===== config.mk =====
export PLATFORM = sky130hd
export DESIGN_NAME = lrht_cell
export DESIGN_NICKNAME = d
export VERILOG_FILES = /design/src/design/lrht_pkg.sv /design/src/design/lrht_cell.sv
export SDC_FILE = /design/constraint.sdc
export NUM_CORES = 1
export LEC_CHECK = 0
export CAP_MARGIN = 20
export CORE_UTILIZATION = 62
export CTS_CLUSTER_SIZE = 14
export DETAILED_ROUTE_END_ITERATION = 10
export DONT_BUFFER_PORTS = 1
export PLACE_DENSITY = 0.78
export SYNTH_ARGS = -nofsm -noshare
export SYNTH_HDL_FRONTEND = slang
export SYNTH_SLANG_ARGS = --single-unit

===== constraint.sdc =====
create_clock -name clk -period 1 [get_ports clk]
set_input_delay 0.1 -clock clk [delete_from_list [all_inputs] [get_ports clk]]
set_output_delay 0.1 -clock clk [all_outputs]
set_load 0.02 [all_outputs]

===== src/design/lrht_pkg.sv =====
// Package for the lock record hash table: widths, codes and hash helper.
// No dependencies.
`timescale 1ns / 1ps
`default_nettype none
package lrht_pkg;
  localparam int TABLE_SIZE_DEF = 16;
  localparam int NUM_SLOTS_DEF  = 4;
  localparam int HashMul        = 10;
  localparam logic [4:0] COUNT_MAX = 5'd31;

  typedef enum logic [1:0] {
    ACT_INSERT  = 2'd0,
    ACT_QUERY   = 2'd1,
    ACT_RELEASE = 2'd2,
    ACT_QUERY3  = 2'd3
  } action_t;

  typedef enum logic [2:0] {
    ST_INSERTED = 3'd0,
    ST_PRESENT  = 3'd1,
    ST_FULL     = 3'd2,
    ST_HELD     = 3'd3,
    ST_NOT_HELD = 3'd4,
    ST_RELEASED = 3'd5,
    ST_NONE     = 3'd6
  } status_t;

  typedef struct packed {
    logic [31:0] tuple;
    logic [3:0]  tbl;
    logic        mode;
    logic [15:0] row;
  } entry_t;

  // tuple mod 10 by reciprocal multiply: q = (v * 0xCCCCCCCD) >> 35
  function automatic logic [3:0] mod10(input logic [31:0] v);
    logic [63:0] p;
    logic [31:0] q;
    logic [31:0] r;
    p = {32'd0, v} * 64'h00000000CCCCCCCD;
    q = {3'd0, p[63:35]};
    r = v - ((q << 3) + (q << 1));
    return r[3:0];
  endfunction
endpackage
`default_nettype wire


===== src/design/lrht_cell.sv =====
// One lock entry cell of the probe ring; entry storage with shift, write and clear.
// Depends on lrht_pkg.
`timescale 1ns / 1ps
`default_nettype none
module lrht_cell (
  input  wire logic              clk,
  input  wire logic              rst_n,
  input  wire logic              wr_en,
  input  wire logic              clr_en,
  input  wire lrht_pkg::entry_t  wr_data,
  input  wire lrht_pkg::entry_t  shift_in,
  input  wire logic              shift_en,
  output lrht_pkg::entry_t       entry
);
  import lrht_pkg::*;
  entry_t entry_r, entry_nxt;
  always_comb begin
    entry_nxt = entry_r;
    if (shift_en) entry_nxt = shift_in;
    if (wr_en) entry_nxt = wr_data;
    if (clr_en) entry_nxt = '0;
  end
  always_ff @(posedge clk) begin
    if (!rst_n) entry_r <= '0;
    else entry_r <= entry_nxt;
  end
  assign entry = entry_r;
endmodule
`default_nettype wire

### Yosys cells after proc, flatten, opt, wreduce, memory -nomap -nowiden

Cells that the tools add are included.
W data, S select, Z words.

* register bits: 53
* bits of input ports: 111
* word-level logic and storage cells: 9

* mux-type cells: 2
* bitwise operators: 1
* reductions and logical operators: 2

Operators by type and width (count)
* $mux W53: 2
* $reduce_bool A2 Y1: 1
* $reduce_or A2 Y1: 1
* $not A1 Y1: 1

### Logic depth before layout (Yosys ltp)

Gate-level depths: netlist (run 1).

* word-level depth: 2
* depth in mapped cells: 4
* mapped depth without buffers: 2

### Least setup slack after synthesis (run 1)

OpenSTA, ideal clock, no wires.

* path type: input port to flip-flop
* start: input wr_en
* end: register entry_r, in the netlist entry[0]
* library setup time: 138 ps
* arrival time: 704 ps
* path slack: 158 ps
* cell stages on the path: 4
* buffers on the path: 2
* path through: buf_2 -> inv_2 -> clkbuf_1 -> a211oi_1

* longest elaborated chain between the ends: 1

Ends and longest elaborated chain
* from (decl): line lrht_cell.sv:8 `input wire logic wr_en,`
* $mux W53 or $reduce_bool A2 Y1 (tied branches)
* to (signal assigned): line lrht_cell.sv:25 `else entry_r <= entry_nxt;`
* to (decl): line lrht_cell.sv:16 `entry_t entry_r, entry_nxt;`

Several ways; a longest one is shown, not always the timed one.
A chain may end at the register's enable or synchronous reset.

### Final worst setup path (run 1)

* start: register entry_r, in the netlist entry[12]
* end: output entry[12] (netlist bit)

RTL lines
* to (decl): line lrht_cell.sv:13 `output lrht_pkg::entry_t entry`

No word-level cell between the ends.

==> out/qor.yml, run 1 <==
cts:
  clk_pin_slew_ns: 0.09
  post-cts-setup-buffers: 0
  cts.sinks: 53
  cts.repair.resized: 0
  clk_latency_ns: 0.28
  cts_max_level: 2
  numCtsBuffers: 5
  clock_path_buffers: 2
  cts_tree: "yes"
  cts-root-buf: "clkbuf_8"
  hold_buffers: 18
synth:
  ys_seq_elements: 53
  synth.avg_cell_area_sq_um: 10.5
  netlist_area_sq_um: 2480
  yosys_warnings: 0
  syn-instance-count: 237
  yosysSeqAreaShare: 0.427
  yosysUniqueCellTypes: 10
  synth.net_count: 348
worst_setup_path:
  worst_r2r_path_depth: 2
  cp_slowest_cell: "dfxtp_1"
  path_class: "reg -> out"
  cp_top_family: "flip-flops"
  reg2reg_slack_ns: 0.14
  slowest_delay_ns: 0.37
  cp.depth: 1
  r2r-end: "entry[39]"
  crit_path_start_kind: "flip-flop"
  path_max_fanout: 2
  critPathBufInv: 1
  cp-startpoint: "entry[12]"
  end_kind: "output port"
  critPathArrivalTime_ns: 0.81
  r2r_start: "entry[39]"
  worstPathCellList: "buf_4"
  cp.required_ns: 0.90
  cp-endpoint: "entry[12]"
sta:
  drv_slew: 0
  period_needed_ns: 0.913
  fmax_mhz: 1100
  fin_crit_sh: 0.913
  holdWs_ns: -0.00395
  skew_ns: 0
  max-slew-margin-rel: 0.411
  fin_ws_ns: 0.0869
  hold_violations: 1
  worst_slew_pin_slew_ns: 0.883
  setup_viol: 0
  rsz0062_at_grt: "false"
drt:
  wire_per_inst_um: 17.9
  drtAntennaViolNets: 0
  drtIter0Drc: 80
  via_per_inst: 5.94
  wl_um: 6170
  first_pass_iters: 4
  drc: 0
  vias: 2051
final_layout:
  largest_reg_flops: 53
  multiInputGateArea_sq_um: 1270
  post-route-util: 0.830
  layout_commonest_cell: "buf_4"
  ff_latch_area_sq_um: 1060
  drive_gt1_frac: 0.219
  most-common-layout-cells: "buf_4, mux2i_1, nor2b_1, a211oi_1, dfxtp_1"
  fin_nets: 407
  antenna_cells: 0
  areaGrowthSynthToFinish_pct: 25.1
  fill_cells: 230
run_status:
  violations: "hold timing"
  status: "finished, violations left"
global_routing:
  grt_max_degree: 55
  antenna_found_initial: 0
  grt_pass1_wl_um: 9220
  grt_pass1_vias: 1993
  gr-total-overflow: 0
  grt_usage: 0.280
power:
  ir_worst_vdd_v: 0.00106
  power_density_nw_per_um2: 1370
  leakage_uw: 0.00135
  power_uw: 4260
flow_run:
  cap_violations: 0
placed_design:
  pre_cts_ws_ns: -0.112
  routabilityCongestion: 0.726
  dp_hpwl_um: 3990
  portBuffers: 0
floorplan:
  dieArea_sq_um: 4260
  io-pin-count: 164
  rows: 22
  die_h_um: 65.3
  core_sq_um: 3740
  die_w_um: 65.3
  start_util: 0.664
min_path:
  min-delay-start: "wr_data[24]"
  min_path_type: "in -> reg"
[worst min-delay path by stage]
stage,to,slack [ns],depth (start not counted)
6_report,entry[24],-0.004,2
5_1_grt,entry[36],0.009,2
4_1_cts,entry[43],0.00008,2
3_5_place_dp,entry[3],0.30,2
3_3_place_gp,entry[47],0.29,2
2_1_floorplan,entry[47],0.28,2
[where the power goes]
group / switching [uW] / total (uW) / internal, uW / leakage [uW]
logic: 355 / 732 / 377 / 0.000861
clock network: 626 / 1250 / 626 / 0.0000542
registers: 60.6 / 2280 / 2220 / 0.000435
total: 1040 / 4260 / 3220 / 0.00135
[cells by family (layout without fill, tap and decap cells)]
| logic type | count (synthesis) | after routing | synth area share |
|---|---|---|---|
| and+or+nand+nor | 54 | 54 | 0.136 |
| AOI/OAI and AO/OA | 53 | 53 | 0.160 |
| buffers and inverters | 24 | 84 | 0.0634 |
| muxes | 53 | 53 | 0.213 |
| DFF | 53 | 53 | 0.427 |
[cell type report]
cell class              count  area share
clock inverters             1     0.00161
multi-input cells         160       0.408
clock buffers               7      0.0310
inverters                   1     0.00121
flip-flops and latches     53       0.341
repair buffers             75       0.197
well taps                  48      0.0193
[cells in the mapped netlist]
master | count | area, sq um
mux2i_1 | 53 | 531
nor2b_1 | 53 | 332
inv_2 | 1 | 3.75
buf_8 | 5 | 75.1
buf_6 | 1 | 11.3
clkbuf_1 | 14 | 52.6
nand2b_1 | 1 | 6.26
buf_2 | 3 | 15.0
dfxtp_1 | 53 | 1060
a211oi_1 | 53 | 398
[layer usage]
layer  global-route usage  share of wire  routed length [um]  up-vias
met5                    0              0                   0        -
met4               0.0978          0.018                 111        0
met3               0.0642          0.079                 487       10
met2                0.508           0.51                3110      113
met1                0.318           0.40                2450      964
li1                     -              -                   -      964
[stage by stage]
stage / cells / hold WS, ns / area (sq um) / TNS [ns]
floorplan: 237 / 0.284 / 2480 / 0
global placement: 317 / 0.292 / 2810 / 0
detailed placement: 317 / 0.300 / 2810 / -2.53
CTS: 343 / 0.0000789 / 3090 / 0
global route: 345 / 0.00880 / 3110 / 0
finish: 345 / -0.00395 / 3110 / 0
No activity file was read; power rests on OpenSTA's default activity.
==> inputs of run 2 (changes only) <==
Settings changed: CORE_UTILIZATION 62 to 65, CTS_BUF_LIST from default to sky130_fd_sc_hd__clkbuf_8, PLACE_DENSITY 0.78 to 0.81.
==> out/qor.yml, run 2 (synthesized netlist as in run 1, its figures left out) <==
run_status:
  status: "finished clean"  # was finished, violations left
drt:
  wire_per_inst_um: 18.4  # was 17.9 um
  vias: 2127  # was 2,051
  wl_um: 6480  # was 6170 um
  drtIter0Drc: 170  # was 80
  first_pass_iters: 4  # unchanged
  drc: 0  # unchanged
  via_per_inst: 6.04  # was 5.94
  drtAntennaViolNets: 0  # unchanged
floorplan:
  die_w_um: 63.8  # was 65.3 um
  start_util: 0.679  # was 0.664
  core_sq_um: 3660  # was 3740 sq um
  die_h_um: 63.8  # was 65.3 um
  dieArea_sq_um: 4070  # was 4260 sq um
  rows: 22  # unchanged
  io-pin-count: 164  # unchanged
power:
  p_comb_frac: 0.183  # was 0.172
  leakage_uw: 0.00138  # was 0.00135 uW
  power.internal_uw: 3160  # was 3220 uW
  pwr-share-clk: 0.273  # was 0.294
  ir_worst_vdd_v: 0.000865  # was 0.00106 V
  switching_share: 0.246  # was 0.245
  power.share.sequential: 0.544  # was 0.534
  power_uw: 4190  # was 4260 uW
  power.switching_uw: 1030  # was 1040 uW
  power_density_nw_per_um2: 1320  # was 1370 nW/um^2
cts:
  numCtsBuffers: 5  # unchanged
  cts.repair.resized: 0  # unchanged
  post-cts-setup-buffers: 0  # unchanged
  cts_tree: "yes"  # unchanged
  cts-root-buf: "clkbuf_8"  # unchanged
  clock_path_buffers: 2  # unchanged
  cts_max_level: 2  # unchanged
  clk_latency_ns: 0.29  # was 0.28 ns
  clk_pin_slew_ns: 0.08  # was 0.09 ns
  cts.sinks: 53  # unchanged
worst_setup_path:
  worst_r2r_path_depth: 2  # unchanged
  slowest_delay_ns: 0.36  # was 0.37 ns
  critPathBufInv: 1  # unchanged
  cp_slowest_cell: "dfxtp_1"  # unchanged
  cp_top_family: "flip-flops"  # unchanged
  cp.required_ns: 0.90  # about the same
  r2r_start: "entry[20]"  # was entry[39]
  cp-startpoint: "entry[6]"  # was entry[12]
  path_class: "reg -> out"  # unchanged
  cp.depth: 1  # unchanged
  crit_path_start_kind: "flip-flop"  # unchanged
  worstPathCellList: "buf_4"  # unchanged
  reg2reg_slack_ns: 0.22  # was 0.14 ns
  end_kind: "output port"  # unchanged
  path_max_fanout: 2  # unchanged
  critPathArrivalTime_ns: 0.81  # about the same
  r2r-end: "entry[20]"  # was entry[39]
final_layout:
  layout_commonest_cell: "buf_4"  # unchanged
  most-common-layout-cells: "buf_4, mux2i_1, nor2b_1, a211oi_1, dfxtp_1"  # unchanged
  drive_gt1_frac: 0.211  # was 0.219
  ff_latch_area_sq_um: 1060  # unchanged
  multiInputGateArea_sq_um: 1270  # unchanged
  fin_nets: 415  # was 407
  antenna_cells: 0  # unchanged
  areaGrowthSynthToFinish_pct: 28.1  # was 25.1%
  largest_reg_flops: 53  # unchanged
  fill_cells: 194  # was 230
  post-route-util: 0.869  # was 0.830
  fin_cells: 352  # was 345
sta:
  drv_slew: 0  # unchanged
  skew_ns: 0  # unchanged
  fin_crit_sh: 0.910  # was 0.913
  worst_slew_pin_slew_ns: 0.370  # was 0.883 ns
  hold_violations: 0  # was 1
  rsz0062_at_grt: "false"  # unchanged
  max-slew-margin-rel: 0.754  # was 0.411
  finalSetupTns_ns: 0  # unchanged
  period_needed_ns: 0.910  # was 0.913 ns
  fmax_mhz: 1100  # about the same
  setup_viol: 0  # unchanged
min_path:
  min_path_type: "in -> reg"  # unchanged
  hold_end: "entry[1]"  # was entry[24]
  hold_depth: 2  # unchanged
  min-delay-start: "wr_data[1]"  # was wr_data[24]
global_routing:
  grt_max_degree: 55  # unchanged
  grt_pass1_wl_um: 9570  # was 9220 um
  gr-total-overflow: 0  # unchanged
  grt_pass1_vias: 2016  # was 1,993
  grt_usage: 0.307  # was 0.280
  antenna_found_initial: 0  # unchanged
placed_design:
  dp_cells: 318  # was 317
  portBuffers: 0  # unchanged
  dp_hpwl_um: 4070  # was 3990 um
  routabilityCongestion: 0.767  # was 0.726
flow_run:
  cap_violations: 0  # unchanged
run 2: cell count changes in the layout (fill, tap and decap cells not counted), sizes merged:
cell and delta:
clkbuf -1, clkinv -1, buf +1, inv +1
dlygate4sd3 +7
run 2: metal layers:
layer / wire length, um / track usage
met1: 2460 / 0.365
met2: 3390 / 0.528
met3: 439 / 0.0696
met4: 183 / 0.131
met5: 0 / 0
run 2: worst max-delay path by stage:
| stage | end |
|---|---|
| 5_1_grt | entry[9] |
| 2_1_floorplan | entry[0] |
| 3_5_place_dp | entry[11] |
| 6_report | entry[6] |
| 3_3_place_gp | entry[47] |
| 4_1_cts | entry[19] |
run 2: per-stage QoR:
stage	hold slack (ns)	area, sq um	worst slack [ns]
floorplan	0.284	2480	0.158
global placement	0.291	2830	0.247
detailed placement	0.302	2830	0.197
CTS	0.000970	3120	0.0920
global route	0.00257	3180	0.0526
finish	0.00441	3180	0.0900
run 2: worst reg2reg max path, delay by kind of cell, from the launching register on:
| kind | cells | cell delay [ns] |
|---|---|---|
| mux | 1 | 0.09 |
| flops | 1 | 0.36 |
| compound gates | 1 | 0.24 |
run 2: layout make-up:
type | instances | share of cell area
multi-input combinational | 160 | 0.399
clock inverter | 1 | 0.00118
clock buffer | 6 | 0.0259
inverter | 1 | 0.00118
timing repair buffer | 83 | 0.221
sequential | 53 | 0.333
tap | 48 | 0.0189
run 2: what timing repair did:
| item | in CTS | in global routing |
|---|---|---|
| hold buffers | 21 | 6 |
| endpoints found under the hold margin | 21 | 6 |
| endpoints found under the setup margin | 0 | 0 |
run 2: power groups by stage:
stage	registers, uW	clock network, uW	logic [uW]
after CTS	2270	1170	739
after global placement	2310	0	651
final	2280	1140	767
after detailed placement	2320	0	670
after floorplan	2440	0	415
after global routing	2290	1270	819
==> inputs of run 3 (changes only) <==
Settings changed: CELL_PAD_IN_SITES_DETAIL_PLACEMENT from default to 2, CELL_PAD_IN_SITES_GLOBAL_PLACEMENT from default to 2, CORE_UTILIZATION 65 to 36, PLACE_DENSITY 0.81 to default, PLACE_DENSITY_LB_ADDON from default to 0.1.
==> out/qor.yml, run 3 (synthesized netlist as in run 1, its figures left out) <==
cts:
  cts-root-buf: "clkbuf_8"  # unchanged
  cts_max_level: 2  # unchanged
  cts.sinks: 53  # unchanged
  cts_tree: "yes"  # unchanged
  clock_path_buffers: 2  # unchanged
  numCtsBuffers: 5  # unchanged
  clk_latency_ns: 0.29  # about the same
  hold_buffers: 16  # was 21
  cts.repair.resized: 0  # unchanged
  post-cts-setup-buffers: 0  # unchanged
  clk_pin_slew_ns: 0.10  # was 0.08 ns
worst_setup_path:
  crit_path_start_kind: "flip-flop"  # unchanged
  slowest_delay_ns: 0.37  # was 0.36 ns
  r2r_start: "entry[32]"  # was entry[20]
  critPathArrivalTime_ns: 0.82  # was 0.81 ns
  end_kind: "output port"  # unchanged
  cp.required_ns: 0.90  # about the same
  cp.depth: 1  # unchanged
  worst_r2r_path_depth: 2  # unchanged
  path_class: "reg -> out"  # unchanged
  critPathBufInv: 1  # unchanged
  cp_slowest_cell: "dfxtp_1"  # unchanged
  cp-startpoint: "entry[44]"  # was entry[6]
  path_max_fanout: 2  # unchanged
  cp_top_family: "flip-flops"  # unchanged
  worstPathCellList: "buf_4"  # unchanged
floorplan:
  die_h_um: 85.1  # was 63.8 um
  dieArea_sq_um: 7240  # was 4070 sq um
  start_util: 0.383  # was 0.679
  rows: 29  # was 22
  core_sq_um: 6490  # was 3660 sq um
  io-pin-count: 164  # unchanged
  die_w_um: 85.1  # was 63.8 um
sta:
  fmax_mhz: 1090  # was 1100 MHz
  finalSetupTns_ns: 0  # unchanged
  max-slew-margin-rel: 0.831  # was 0.754
  rsz0062_at_grt: "false"  # unchanged
  worst_slew_pin_slew_ns: 0.252  # was 0.370 ns
  fin_crit_sh: 0.918  # was 0.910
  setup_viol: 0  # unchanged
  skew_ns: 0  # unchanged
  hold_violations: 1  # was 0
  period_needed_ns: 0.918  # was 0.910 ns
  holdWs_ns: -0.00280  # was 0.00441 ns
  drv_slew: 0  # unchanged
placed_design:
  dpl-instance-area_sq_um: 2870  # was 2830 sq um
  routabilityCongestion: 0.707  # was 0.767
  dp_hpwl_um: 5040  # was 4070 um
  portBuffers: 0  # unchanged
final_layout:
  areaGrowthSynthToFinish_pct: 27.3  # was 28.1%
  drive_gt1_frac: 0.217  # was 0.211
  antenna_cells: 0  # unchanged
  most-common-layout-cells: "mux2i_1, nor2b_1, a211oi_1, dfxtp_1, buf_4"  # was buf_4, mux2i_1, nor2b_1, a211oi_1, dfxtp_1
  largest_reg_flops: 53  # unchanged
  fin_nets: 405  # was 415
  design_area_sq_um: 3160  # was 3180 sq um
global_routing:
  antenna_found_initial: 0  # unchanged
  grt_max_degree: 55  # unchanged
  gr-total-overflow: 0  # unchanged
  grt_pass1_vias: 2279  # was 2,016
  grt_pass1_wl_um: 11900  # was 9570 um
  grt_usage: 0.210  # was 0.307
drt:
  wire_per_inst_um: 20.5  # was 18.4 um
  drtIter0Drc: 33  # was 170
  drc: 0  # unchanged
  vias: 2046  # was 2,127
  first_pass_iters: 4  # unchanged
  via_per_inst: 5.50  # was 6.04
  drtAntennaViolNets: 0  # unchanged
  wl_um: 7640  # was 6480 um
power:
  switching_share: 0.244  # was 0.246
  power.internal_uw: 3410  # was 3160 uW
  ir_worst_vdd_v: 0.000753  # was 0.000865 V
  power.share.sequential: 0.505  # was 0.544
  power.switching_uw: 1100  # was 1030 uW
  p_comb_frac: 0.168  # was 0.183
  leakage_uw: 0.00136  # was 0.00138 uW
  pwr-share-clk: 0.327  # was 0.273
  power_density_nw_per_um2: 1420  # was 1320 nW/um^2
flow_run:
  cap_violations: 0  # unchanged
run_status:
  violations: "hold timing"
  status: "finished, violations left"  # was finished clean
min_path:
  min-delay-start: "wr_data[25]"  # was wr_data[1]
  hold_depth: 2  # unchanged
  min_path_type: "in -> reg"  # unchanged
==> run 3: worst paths after layout <==
check	endpoint	slack (ns)
worst max-delay path	entry[44]	0.08
worst min-delay path	entry[25]	-0.003
worst max register to register	entry[32]	0.19
worst min register to register	entry[40]	0.56
==> run 3: power by group through the flow <==
stage,Combinational [uW],Clock (uW),Sequential (uW)
detailed placement,695,0,2320
CTS,751,1510,2280
global route,808,1620,2290
global placement,663,0,2310
finish,755,1470,2280
floorplan,415,0,2440
==> run 3: layout make-up <==
| cell class | instances | area, sq um |
|---|---|---|
| clock inverter | 2 | 33.8 |
| multi-input combinational | 160 | 1270 |
| sequential | 53 | 1060 |
| inverter | 1 | 3.75 |
| timing repair buffer | 73 | 618 |
| tap | 77 | 96.3 |
| fill | 667 | 3330 |
| clock buffer | 6 | 82.6 |
==> run 3: routing by layer <==
layer  up-vias  GRT usage  share of wire
met5         -          0              0
met4         0     0.0370         0.0060
met3         5     0.0438          0.064
met2        89      0.406           0.55
met1       987      0.239           0.38
li1        965          -              -
==> run 3: stage by stage <==
stage	std cells	total power (uW)	util	setup slack, ns
CTS	370	4540	0.484	0.0628
global placement	346	2980	0.442	0.243
floorplan	237	2860	-	0.158
finish	372	4510	0.487	0.0819
detailed placement	346	3020	0.442	0.163
global route	372	4720	0.487	0.0434
